<file path="config.mk">
export PLATFORM = sky130hd
export DESIGN_NAME = flick_gesture_recognizer
export DESIGN_NICKNAME = d
export VERILOG_FILES = /design/src/rtl/fgr_pkg.sv /design/src/rtl/fgr_csr.sv /design/src/rtl/fgr_core.sv /design/src/rtl/flick_gesture_recognizer.sv
export VERILOG_INCLUDE_DIRS = /design/src /design/src/rtl
export SDC_FILE = /design/constraint.sdc
export NUM_CORES = 1
export LEC_CHECK = 0
export BUFFER_PORTS_ARGS = -buffer_cell sky130_fd_sc_hd__buf_4
export CAP_MARGIN = 20
export CORE_ASPECT_RATIO = 1.25
export CORE_MARGIN = 10
export CORE_UTILIZATION = 64
export CTS_BUF_LIST = sky130_fd_sc_hd__clkbuf_2 sky130_fd_sc_hd__clkbuf_4 sky130_fd_sc_hd__clkbuf_8
export DETAILED_ROUTE_END_ITERATION = 12
export PLACE_DENSITY = 0.92
export SLEW_MARGIN = 20
export SYNTH_ARGS = -nofsm -noshare
export SYNTH_HDL_FRONTEND = slang
export SYNTH_HIERARCHICAL = 1
export SYNTH_SLANG_ARGS = --single-unit
</file>
<file path="constraint.sdc">
create_clock -name clock -period 15.2 [get_ports clock]
set_input_delay 1.52 -clock clock [delete_from_list [all_inputs] [get_ports clock]]
set_output_delay 1.52 -clock clock [all_outputs]
set_load 0.02 [all_outputs]
</file>
<file path="src/rtl/flick_gesture_recognizer_assert.svh">
// assertion macros for the flick gesture recognizer
`ifndef FLICK_GESTURE_RECOGNIZER_ASSERT_SVH
`define FLICK_GESTURE_RECOGNIZER_ASSERT_SVH

`ifndef SYNTHESIS

// consequent must hold in the same cycle as the antecedent
`define FGR_ASSERT_IMP(lbl, clk, rst, ante, cons) \
   lbl: assert property (@(posedge clk) disable iff (rst) (ante) |-> (cons)) \
      else $error("fgr assertion failed: same-cycle implication");

// consequent must hold in the cycle after the antecedent
`define FGR_ASSERT_NXT(lbl, clk, rst, ante, cons) \
   lbl: assert property (@(posedge clk) disable iff (rst) (ante) |=> (cons)) \
      else $error("fgr assertion failed: next-cycle implication");

`else

`define FGR_ASSERT_IMP(lbl, clk, rst, ante, cons)

`define FGR_ASSERT_NXT(lbl, clk, rst, ante, cons)

`endif

`endif

</file>
<file path="src/rtl/fgr_pkg.sv">
package fgr_pkg;

   localparam int COORD_BITS = 12;
   localparam int TIME_BITS  = 32;

   localparam int KIND_BITS    = 2;
   localparam int VERDICT_BITS = 3;
   localparam int DIR_BITS     = 3;
   localparam int TIMEOUT_BITS = 16;
   localparam int THRESH_BITS  = 12;

   localparam int CSR_INDEX_BITS = 3;
   localparam int CSR_DATA_BITS  = 16;

   // event kinds
   localparam logic [KIND_BITS-1:0] KIND_PRESS   = 2'd0;
   localparam logic [KIND_BITS-1:0] KIND_MOVE    = 2'd1;
   localparam logic [KIND_BITS-1:0] KIND_RELEASE = 2'd2;
   localparam logic [KIND_BITS-1:0] KIND_UNGRAB  = 2'd3;

   // verdicts
   localparam logic [VERDICT_BITS-1:0] V_IGNORE  = 3'd0;
   localparam logic [VERDICT_BITS-1:0] V_MAYBE   = 3'd1;
   localparam logic [VERDICT_BITS-1:0] V_TRIGGER = 3'd2;
   localparam logic [VERDICT_BITS-1:0] V_FINISH  = 3'd3;
   localparam logic [VERDICT_BITS-1:0] V_CANCEL  = 3'd4;

   // directions
   localparam logic [DIR_BITS-1:0] DIR_NONE  = 3'd0;
   localparam logic [DIR_BITS-1:0] DIR_LEFT  = 3'd1;
   localparam logic [DIR_BITS-1:0] DIR_RIGHT = 3'd2;
   localparam logic [DIR_BITS-1:0] DIR_UP    = 3'd3;
   localparam logic [DIR_BITS-1:0] DIR_DOWN  = 3'd4;

   // register indexes
   localparam logic [CSR_INDEX_BITS-1:0] CSR_TIMEOUT  = 3'd0;
   localparam logic [CSR_INDEX_BITS-1:0] CSR_START_X  = 3'd1;
   localparam logic [CSR_INDEX_BITS-1:0] CSR_START_Y  = 3'd2;
   localparam logic [CSR_INDEX_BITS-1:0] CSR_FINISH_X = 3'd3;
   localparam logic [CSR_INDEX_BITS-1:0] CSR_FINISH_Y = 3'd4;

   // register reset values
   localparam logic [TIMEOUT_BITS-1:0] RST_TIMEOUT  = 16'd300;
   localparam logic [THRESH_BITS-1:0]  RST_START_X  = 12'd50;
   localparam logic [THRESH_BITS-1:0]  RST_START_Y  = 12'd25;
   localparam logic [THRESH_BITS-1:0]  RST_FINISH_X = 12'd300;
   localparam logic [THRESH_BITS-1:0]  RST_FINISH_Y = 12'd200;

   typedef struct packed {
      logic [TIMEOUT_BITS-1:0] timeout_ms;
      logic [THRESH_BITS-1:0]  start_thresh_x;
      logic [THRESH_BITS-1:0]  start_thresh_y;
      logic [THRESH_BITS-1:0]  finish_thresh_x;
      logic [THRESH_BITS-1:0]  finish_thresh_y;
   } cfg_type;

   typedef struct packed {
      logic [KIND_BITS-1:0]  kind;
      logic [COORD_BITS-1:0] pos_x;
      logic [COORD_BITS-1:0] pos_y;
      logic [TIME_BITS-1:0]  stamp_ms;
   } evt_type;

   typedef struct packed {
      logic [VERDICT_BITS-1:0] verdict;
      logic [DIR_BITS-1:0]     flick_dir;
      logic [COORD_BITS-1:0]   flick_dist;
   } res_type;

   typedef struct packed {
      logic tracking;
      logic started;
   } stat_type;

endpackage

</file>
<file path="src/rtl/fgr_csr.sv">
module fgr_csr (
   input  logic                                 clock,
   input  logic                                 reset,
   input  logic                                 csr_write,
   input  logic [fgr_pkg::CSR_INDEX_BITS-1:0]   csr_index,
   input  logic [fgr_pkg::CSR_DATA_BITS-1:0]    csr_wdata,
   output fgr_pkg::cfg_type                     cfg
);
   import fgr_pkg::*;

   cfg_type cfg_ff;
   cfg_type cfg_in;

   always_comb begin
      cfg_in = cfg_ff;
      if (csr_write) begin
         unique case (csr_index)
            CSR_TIMEOUT:  cfg_in.timeout_ms      = csr_wdata[TIMEOUT_BITS-1:0];
            CSR_START_X:  cfg_in.start_thresh_x  = csr_wdata[THRESH_BITS-1:0];
            CSR_START_Y:  cfg_in.start_thresh_y  = csr_wdata[THRESH_BITS-1:0];
            CSR_FINISH_X: cfg_in.finish_thresh_x = csr_wdata[THRESH_BITS-1:0];
            CSR_FINISH_Y: cfg_in.finish_thresh_y = csr_wdata[THRESH_BITS-1:0];
            default:      cfg_in = cfg_ff;
         endcase
      end
   end

   always_ff @(posedge clock) begin
      if (reset) begin
         cfg_ff.timeout_ms      <= RST_TIMEOUT;
         cfg_ff.start_thresh_x  <= RST_START_X;
         cfg_ff.start_thresh_y  <= RST_START_Y;
         cfg_ff.finish_thresh_x <= RST_FINISH_X;
         cfg_ff.finish_thresh_y <= RST_FINISH_Y;
      end else begin
         cfg_ff <= cfg_in;
      end
   end

   assign cfg = cfg_ff;

endmodule

</file>
<file path="src/rtl/fgr_core.sv">
module fgr_core (
   input  logic               clock,
   input  logic               reset,
   input  logic               evt_fire,
   input  fgr_pkg::evt_type   evt,
   input  fgr_pkg::cfg_type   cfg,
   output fgr_pkg::res_type   res,
   output fgr_pkg::stat_type  stat
);
   import fgr_pkg::*;

   localparam int ACC_BITS = COORD_BITS + 3;

   function automatic logic thresh_passed(
      input logic [DIR_BITS-1:0]    dir,
      input logic [COORD_BITS-1:0]  span,
      input logic [THRESH_BITS-1:0] tx,
      input logic [THRESH_BITS-1:0] ty
   );
      logic hit;
      if (dir == DIR_NONE) begin
         hit = 1'b0;
      end else if (dir == DIR_LEFT || dir == DIR_RIGHT) begin
         hit = (ACC_BITS'(span) >= ACC_BITS'(tx));
      end else begin
         hit = (ACC_BITS'(span) >= ACC_BITS'(ty));
      end
      return hit;
   endfunction

   // gesture state
   logic                    tracking_ff, tracking_in;
   logic                    started_ff, started_in;
   logic [COORD_BITS-1:0]   origin_x_ff, origin_x_in;
   logic [COORD_BITS-1:0]   origin_y_ff, origin_y_in;
   logic [TIME_BITS-1:0]    origin_time_ff, origin_time_in;
   logic [DIR_BITS-1:0]     cur_dir_ff, cur_dir_in;
   logic [COORD_BITS-1:0]   cur_dist_ff, cur_dist_in;
   logic                    zigzag_ff, zigzag_in;
   logic                    accident_ff, accident_in;

   // measurement
   logic [COORD_BITS-1:0]   abs_x, abs_y;
   logic [DIR_BITS-1:0]     meas_dir;
   logic [COORD_BITS-1:0]   meas_dist;
   logic [COORD_BITS-1:0]   moved;
   logic [ACC_BITS-1:0]     moved_x5, dist_x4;
   logic                    zig_new, acc_new;
   logic                    fin_pass, start_pass;
   logic [TIME_BITS-1:0]    elapsed;
   logic                    timed_out;
   logic [VERDICT_BITS-1:0] verdict;

   always_comb begin
      abs_x = (evt.pos_x >= origin_x_ff) ? evt.pos_x - origin_x_ff : origin_x_ff - evt.pos_x;
      abs_y = (evt.pos_y >= origin_y_ff) ? evt.pos_y - origin_y_ff : origin_y_ff - evt.pos_y;

      // an axis tie keeps the previous direction and distance
      meas_dir  = cur_dir_ff;
      meas_dist = cur_dist_ff;
      if (abs_x > abs_y) begin
         meas_dir  = (evt.pos_x > origin_x_ff) ? DIR_RIGHT : DIR_LEFT;
         meas_dist = abs_x;
      end else if (abs_x < abs_y) begin
         meas_dir  = (evt.pos_y > origin_y_ff) ? DIR_DOWN : DIR_UP;
         meas_dist = abs_y;
      end

      zig_new = zigzag_ff
             || (cur_dir_ff != DIR_NONE && cur_dir_ff != meas_dir)
             || (meas_dist < cur_dist_ff);

      fin_pass   = thresh_passed(meas_dir, meas_dist, cfg.finish_thresh_x,
                                 cfg.finish_thresh_y);
      start_pass = thresh_passed(meas_dir, meas_dist, cfg.start_thresh_x,
                                 cfg.start_thresh_y);

      // moved > floor(4*dist/5) is the same test as 5*moved > 4*dist
      moved    = (meas_dist >= cur_dist_ff) ? meas_dist - cur_dist_ff
                                            : cur_dist_ff - meas_dist;
      moved_x5 = (ACC_BITS'(moved) << 2) + ACC_BITS'(moved);
      dist_x4  = ACC_BITS'(meas_dist) << 2;
      acc_new  = accident_ff;
      if (!accident_ff && fin_pass) begin
         acc_new = (moved_x5 > dist_x4);
      end

      elapsed   = evt.stamp_ms - origin_time_ff;
      timed_out = (elapsed >= TIME_BITS'(cfg.timeout_ms));

      verdict = V_IGNORE;
      if (!started_ff) begin
         if (timed_out || zig_new) begin
            verdict = V_CANCEL;
         end else if (start_pass || fin_pass) begin
            verdict = V_TRIGGER;
         end
      end else begin
         if (timed_out || zig_new || acc_new) begin
            verdict = V_CANCEL;
         end else if (fin_pass) begin
            verdict = V_FINISH;
         end
      end
      if (evt.kind == KIND_RELEASE && verdict != V_FINISH) begin
         verdict = V_CANCEL;
      end
   end

   always_comb begin
      tracking_in    = tracking_ff;
      started_in     = started_ff;
      origin_x_in    = origin_x_ff;
      origin_y_in    = origin_y_ff;
      origin_time_in = origin_time_ff;
      cur_dir_in     = cur_dir_ff;
      cur_dist_in    = cur_dist_ff;
      zigzag_in      = zigzag_ff;
      accident_in    = accident_ff;
      res.verdict    = V_IGNORE;
      res.flick_dir  = DIR_NONE;
      res.flick_dist = '0;

      if (evt.kind == KIND_PRESS) begin
         origin_x_in    = evt.pos_x;
         origin_y_in    = evt.pos_y;
         origin_time_in = evt.stamp_ms;
         cur_dir_in     = DIR_NONE;
         cur_dist_in    = '0;
         zigzag_in      = 1'b0;
         accident_in    = 1'b0;
         started_in     = 1'b0;
         tracking_in    = 1'b1;
         res.verdict    = V_MAYBE;
      end else if (tracking_ff) begin
         if (evt.kind == KIND_UNGRAB) begin
            res.verdict    = V_CANCEL;
            res.flick_dir  = cur_dir_ff;
            res.flick_dist = cur_dist_ff;
            tracking_in    = 1'b0;
            started_in     = 1'b0;
         end else begin
            cur_dir_in     = meas_dir;
            cur_dist_in    = meas_dist;
            zigzag_in      = zig_new;
            accident_in    = acc_new;
            res.verdict    = verdict;
            res.flick_dir  = meas_dir;
            res.flick_dist = meas_dist;
            if (verdict == V_TRIGGER) begin
               started_in = 1'b1;
            end
            if (verdict == V_FINISH || verdict == V_CANCEL) begin
               tracking_in = 1'b0;
               started_in  = 1'b0;
            end
         end
      end
   end

   always_ff @(posedge clock) begin
      if (reset) begin
         tracking_ff <= 1'b0;
         started_ff  <= 1'b0;
      end else if (evt_fire) begin
         tracking_ff <= tracking_in;
         started_ff  <= started_in;
      end
   end

   // only read while tracking, so no reset needed
   always_ff @(posedge clock) begin
      if (evt_fire) begin
         origin_x_ff    <= origin_x_in;
         origin_y_ff    <= origin_y_in;
         origin_time_ff <= origin_time_in;
         cur_dir_ff     <= cur_dir_in;
         cur_dist_ff    <= cur_dist_in;
         zigzag_ff      <= zigzag_in;
         accident_ff    <= accident_in;
      end
   end

   assign stat.tracking = tracking_ff;
   assign stat.started  = started_ff;

endmodule

</file>
<file path="src/rtl/flick_gesture_recognizer.sv">
// Flick gesture recognizer: follows one touch from press to release and answers each
// event (press, move, release, ungrab) with one verdict, a major direction and a distance
// from the press point. Events are taken at one per clock, sustained, while the output
// does not stall; an event is held in the input register and its result then in the
// result register, where it stays until taken. The gesture state is updated as the
// event moves into the result register, which is what sets the one-event-per-clock rate.
// An event may be accepted while a result is held stalled on the output; a second one
// waits until that result is taken. Thresholds and timeout are written through the csr_
// port; writing only while no event is in flight is the user's duty, as the block lacks a check.
`include "flick_gesture_recognizer_assert.svh"

module flick_gesture_recognizer (
   input  logic                                clock,
   input  logic                                reset,

   input  logic                                req_valid,
   output logic                                req_stall,
   input  logic [fgr_pkg::KIND_BITS-1:0]       req_type,
   input  logic [fgr_pkg::COORD_BITS-1:0]      req_pos_x,
   input  logic [fgr_pkg::COORD_BITS-1:0]      req_pos_y,
   input  logic [fgr_pkg::TIME_BITS-1:0]       req_stamp_ms,

   output logic                                rsp_valid,
   input  logic                                rsp_stall,
   output logic [fgr_pkg::VERDICT_BITS-1:0]    rsp_verdict,
   output logic [fgr_pkg::DIR_BITS-1:0]        rsp_flick_dir,
   output logic [fgr_pkg::COORD_BITS-1:0]      rsp_flick_dist,

   input  logic                                csr_write,
   input  logic [fgr_pkg::CSR_INDEX_BITS-1:0]  csr_index,
   input  logic [fgr_pkg::CSR_DATA_BITS-1:0]   csr_wdata
);
   import fgr_pkg::*;

   cfg_type  cfg;
   stat_type stat;
   res_type  core_res;

   logic     in_v_ff, in_v_in;
   evt_type  in_word_ff;
   logic     rsp_v_ff, rsp_v_in;
   res_type  rsp_word_ff;

   logic     req_take;
   logic     advance;

   // the input word moves on whenever the result register is free or draining
   assign advance   = in_v_ff && (!rsp_v_ff || !rsp_stall);
   assign req_stall = in_v_ff && !advance;
   assign req_take  = req_valid && !req_stall;

   assign in_v_in  = req_take || (in_v_ff && !advance);
   assign rsp_v_in = advance || (rsp_v_ff && rsp_stall);

   fgr_csr u_csr (
      .clock     (clock),
      .reset     (reset),
      .csr_write (csr_write),
      .csr_index (csr_index),
      .csr_wdata (csr_wdata),
      .cfg       (cfg)
   );

   fgr_core u_core (
      .clock    (clock),
      .reset    (reset),
      .evt_fire (advance),
      .evt      (in_word_ff),
      .cfg      (cfg),
      .res      (core_res),
      .stat     (stat)
   );

   always_ff @(posedge clock) begin
      if (reset) begin
         in_v_ff  <= 1'b0;
         rsp_v_ff <= 1'b0;
      end else begin
         in_v_ff  <= in_v_in;
         rsp_v_ff <= rsp_v_in;
      end
   end

   always_ff @(posedge clock) begin
      if (req_take) begin
         in_word_ff.kind     <= req_type;
         in_word_ff.pos_x    <= req_pos_x;
         in_word_ff.pos_y    <= req_pos_y;
         in_word_ff.stamp_ms <= req_stamp_ms;
      end
      if (advance) begin
         rsp_word_ff <= core_res;
      end
   end

   assign rsp_valid      = rsp_v_ff;
   assign rsp_verdict    = rsp_word_ff.verdict;
   assign rsp_flick_dir  = rsp_word_ff.flick_dir;
   assign rsp_flick_dist = rsp_word_ff.flick_dist;

   `FGR_ASSERT_IMP(a_started_needs_tracking, clock, reset, stat.started, stat.tracking)
   `FGR_ASSERT_IMP(a_finish_only_started, clock, reset, advance && core_res.verdict == V_FINISH, stat.started)
   `FGR_ASSERT_NXT(a_advance_fills_result, clock, reset, advance, rsp_v_ff)
   `FGR_ASSERT_IMP(a_maybe_is_blank, clock, reset, rsp_v_ff && rsp_word_ff.verdict == V_MAYBE, rsp_word_ff.flick_dir == DIR_NONE && rsp_word_ff.flick_dist == '0)

endmodule
</file>
==> Implementation_results.wiki <==
{| class="wikitable"
! Metric !! Value
|-
| Worst Skew || 48.6 ps
|-
| Net switching power figure || about 1.3 mW
|-
| WL per Instance || 18.5 um
|-
| TritonCTS buffer count || 36
|-
| Initial Utilization || 0.647
|-
| Final Hold Viols || 0
|-
| Number of antenna violations at the first check in global routing || 0
|-
| Result of the run || complete, no violations
|-
| Die Y || just under 200 um
|-
| Net count after synthesis || slightly below 2,000
|-
| Worst Tran Pin Value || 1080 ps
|-
| Time the worst path needs with I/O delays and setup || around 12,000 ps
|-
| Worst vdd ir || around 160 uV
|-
| Core Box Area || around 24,000 um2
|-
| Routability congestion estimate from global placement || around 0.93
|-
| Worst r2r dst || u_core/started_ff$_SDFFE_PP0P_
|-
| Maximum fanout count along the critical path || 18
|-
| Number of diodes || 0
|-
| Area grow syn2layout || 11.0%
|-
| Total clock sinks || roughly 220
|-
| Clock-pin slew on the worst setup and hold paths || about 60 ps
|-
| Initial DRT Pass Iterations || 5
|-
| Pin count of the biggest net entering global routing || between 90 and 100
|-
| Post-detail-place hpwl || between 20 and 30 mm
|-
| Resized Gates After CTS || 0
|-
| Depth of the CTS H-tree || 2
|-
| Aggregate routed wire length || approximately 39 mm
|-
| Via count of the first global-routing pass || 12,714
|-
| Headroom to the max-slew limit || 0.278
|-
| Crit Path Class || reg2reg
|-
| Kind of end point of the critical path || register
|-
| Most common cell type on the critical path || sky130_fd_sc_hd__a21oi_1
|-
| Post-Syn Instances || 1,645
|-
| Die Area || about 31,000 um2
|-
| RSZ-0062 raised after global routing || no
|-
| Gate power share || 0.594
|-
| Crit start category || register
|-
| Remaining global-route overflow || 0
|-
| Die X-Extent || between 150 and 200 um
|-
| Total Negative Setup Slacks || 0 ps
|-
| Final std cell area, no fill || about 18,000 um2
|-
| Largest stage delay on the critical path || between 700 and 800 ps
|-
| First-pass GRT wire length || 62.1 mm
|-
| Cell depth of the worst min-delay path || 0
|-
| Hold Path End || u_core/origin_time_ff[17]$_DFFE_PP_
|-
| CTS Buffer Depth || 3
|-
| Final clock period utilization by the worst path || 0.782
|-
| Port-buffer cells || 101
|-
| Sequential Power Share || 0.223
|-
| Final count of negative-setup-slack endpoints || 0
|-
| Overall global routing resource usage || 0.237
|-
| Total setup buffers inserted after CTS || 0
|-
| Hold crit path type || reg2reg
|-
| Hold-fix buffers at CTS || 0
|-
| Cell with the largest stage delay on the worst path || sky130_fd_sc_hd__a211oi_4
|-
| Switching fraction of total power || 0.428
|-
| Power share of the clock group || 0.183
|-
| Max-Cap Viols || 0
|-
| Setup slack, reg-to-reg || approximately 3300 ps
|-
| Iter 0 DRT Violations || between 900 and 1,000
|-
| DR vias || between 10,000 and 15,000
|-
| Cell at the root of the clock tree || sky130_fd_sc_hd__clkbuf_8
|-
| Mean instance size in the synthesized netlist || 9.61 um2
|-
| Crit path required time || 15,680 ps
|-
| Origin of the critical flop-to-flop path || in_word_ff[44]$_DFFE_PP_
|-
| Startpoint of the lowest-slack hold path || in_word_ff[17]$_DFFE_PP_
|-
| Ys Warns || 6
|-
| Total standard cell area after synthesis || 15,800 um2
|-
| Skew-Pair Late Insertion Delay || around 570 ps
|-
| Fin nets || slightly above 2,000
|-
| Clock tree from TritonCTS || built
|-
| Maximum achievable frequency || ~0.084 GHz
|-
| Top-Level Pins || 102
|-
| Row count || 64
|-
| Leakage || between 7 and 8 nW
|-
| Post-layout power || between 3 and 4 mW
|-
| Final Max Slew Viols || 0
|-
| P_int || 1.73 mW
|-
| Via density per instance || about 6
|-
| Arrival time worst endpoint || ~12,000 ps
|-
| Final antenna-violating net count || 0
|-
| Worst Reg2Reg Path Length in Cells || 50
|-
| Share of cells above drive strength 1 || 0.120
|-
| Instance area at placement || approximately 17,000 um2
|-
| Power per Cell Area || about 170 nW/um2
|-
| Drt drc || 0
|}
-- flip-flops by register name (all words and copies together), names as in the netlist, 3 cells and up --
signal	flops
u_csr/cfg	64
u_core/origin_y_ff	12
rsp_flick_dir	3
u_core/cur_dir_ff	3
u_core/cur_dist_ff	12
u_core/origin_x_ff	12
rsp_verdict	3
rsp_flick_dist	12
in_word_ff	58
u_core/origin_time_ff	32
-- critical path: cells and delay by family, from the launching register on --
kind / cells / cell delay [ps]
AOI/OAI and AO/OA: 31 / 7040
xor gates and xnor gates: 3 / 610
adders and majority gates: 6 / 1870
buffers and inverters: 3 / 450
DFF: 1 / 410
muxes: 1 / 360
and+or+nand+nor: 6 / 1070
-- power by group through the flow --
stage               Clock (mW)  Combinational, mW  Sequential (mW)
floorplan                    0               1.33            0.684
global placement             0               1.67            0.685
detailed placement           0               1.73            0.686
CTS                      0.563               1.74            0.674
global route             0.587               1.97            0.676
finish                   0.552               1.79            0.674
-- area by class of cell --
cell class / count / area (um2)
multi-input cells: 1161 / 8920
fillers: 1720 / 6880
flip-flops and latches: 217 / 5840
repair buffers: 110 / 826
inverters: 209 / 785
clock buffers: 44 / 562
well taps: 330 / 413
clock inverters: 20 / 198
-- metrics by stage --
stage	setup slack (ps)	hold WS (ps)	util	cells
3_5_place_dp	3530	445	0.687	2027
5_1_grt	2570	469	0.718	2091
3_3_place_gp	3940	435	0.687	2027
4_1_cts	3520	455	0.718	2091
2_1_floorplan	4780	426	-	1645
6_report	3310	451	0.718	2091
-- per-layer routing --
layer / GRT usage / share of wire
met1: 0.271 / 0.40
met2: 0.423 / 0.50
met3: 0.0354 / 0.058
met4: 0.112 / 0.045
met5: 0 / 0
-- worst max path at each step --
stage	from	slack, ps	cells past startpoint	to
floorplan	in_word_ff[32]$_DFFE_PP_	4780	54	u_core/started_ff$_SDFFE_PP0P_
global placement	in_word_ff[32]$_DFFE_PP_	3940	50	u_core/started_ff$_SDFFE_PP0P_
detailed placement	in_word_ff[44]$_DFFE_PP_	3530	50	u_core/started_ff$_SDFFE_PP0P_
CTS	in_word_ff[44]$_DFFE_PP_	3520	50	u_core/started_ff$_SDFFE_PP0P_
global route	in_word_ff[44]$_DFFE_PP_	2570	48	rsp_verdict[1]$_DFFE_PP_
finish	in_word_ff[44]$_DFFE_PP_	3310	50	u_core/started_ff$_SDFFE_PP0P_
-- cells in the final DEF, fill, tap and decap left out, types with 5 or more instances in the layout --
cell                         n
sky130_fd_sc_hd__clkinv_2    9
sky130_fd_sc_hd__buf_4     110
sky130_fd_sc_hd__ha_1      201
sky130_fd_sc_hd__o21ai_1    10
sky130_fd_sc_hd__a31oi_1    13
sky130_fd_sc_hd__nand3_1    16
sky130_fd_sc_hd__inv_1     208
sky130_fd_sc_hd__edfxtp_1  149
sky130_fd_sc_hd__clkbuf_8   37
sky130_fd_sc_hd__xor2_1     22
sky130_fd_sc_hd__o211a_1     6
sky130_fd_sc_hd__nand3b_1    6
sky130_fd_sc_hd__a21o_1     51
sky130_fd_sc_hd__a21oi_1   119
sky130_fd_sc_hd__nor2_1    109
sky130_fd_sc_hd__o21ai_0    56
sky130_fd_sc_hd__mux2i_1    92
sky130_fd_sc_hd__o211ai_1   13
sky130_fd_sc_hd__and2_1      7
sky130_fd_sc_hd__nand2b_1   74
sky130_fd_sc_hd__nor3_1     17
sky130_fd_sc_hd__dfxtp_1    68
sky130_fd_sc_hd__nor2b_1    18
sky130_fd_sc_hd__o21bai_1   16
sky130_fd_sc_hd__a211oi_1   23
sky130_fd_sc_hd__fa_1        8
sky130_fd_sc_hd__o22ai_1     5
sky130_fd_sc_hd__o21a_1     21
sky130_fd_sc_hd__clkbuf_4    7
sky130_fd_sc_hd__or3_1       7
sky130_fd_sc_hd__and3_1      6
sky130_fd_sc_hd__xnor2_1    43
sky130_fd_sc_hd__nand4_1    30
sky130_fd_sc_hd__nand2_1    65
sky130_fd_sc_hd__nor4_1      7
sky130_fd_sc_hd__o31ai_1     6
Power figures use the tool's default switching activity.
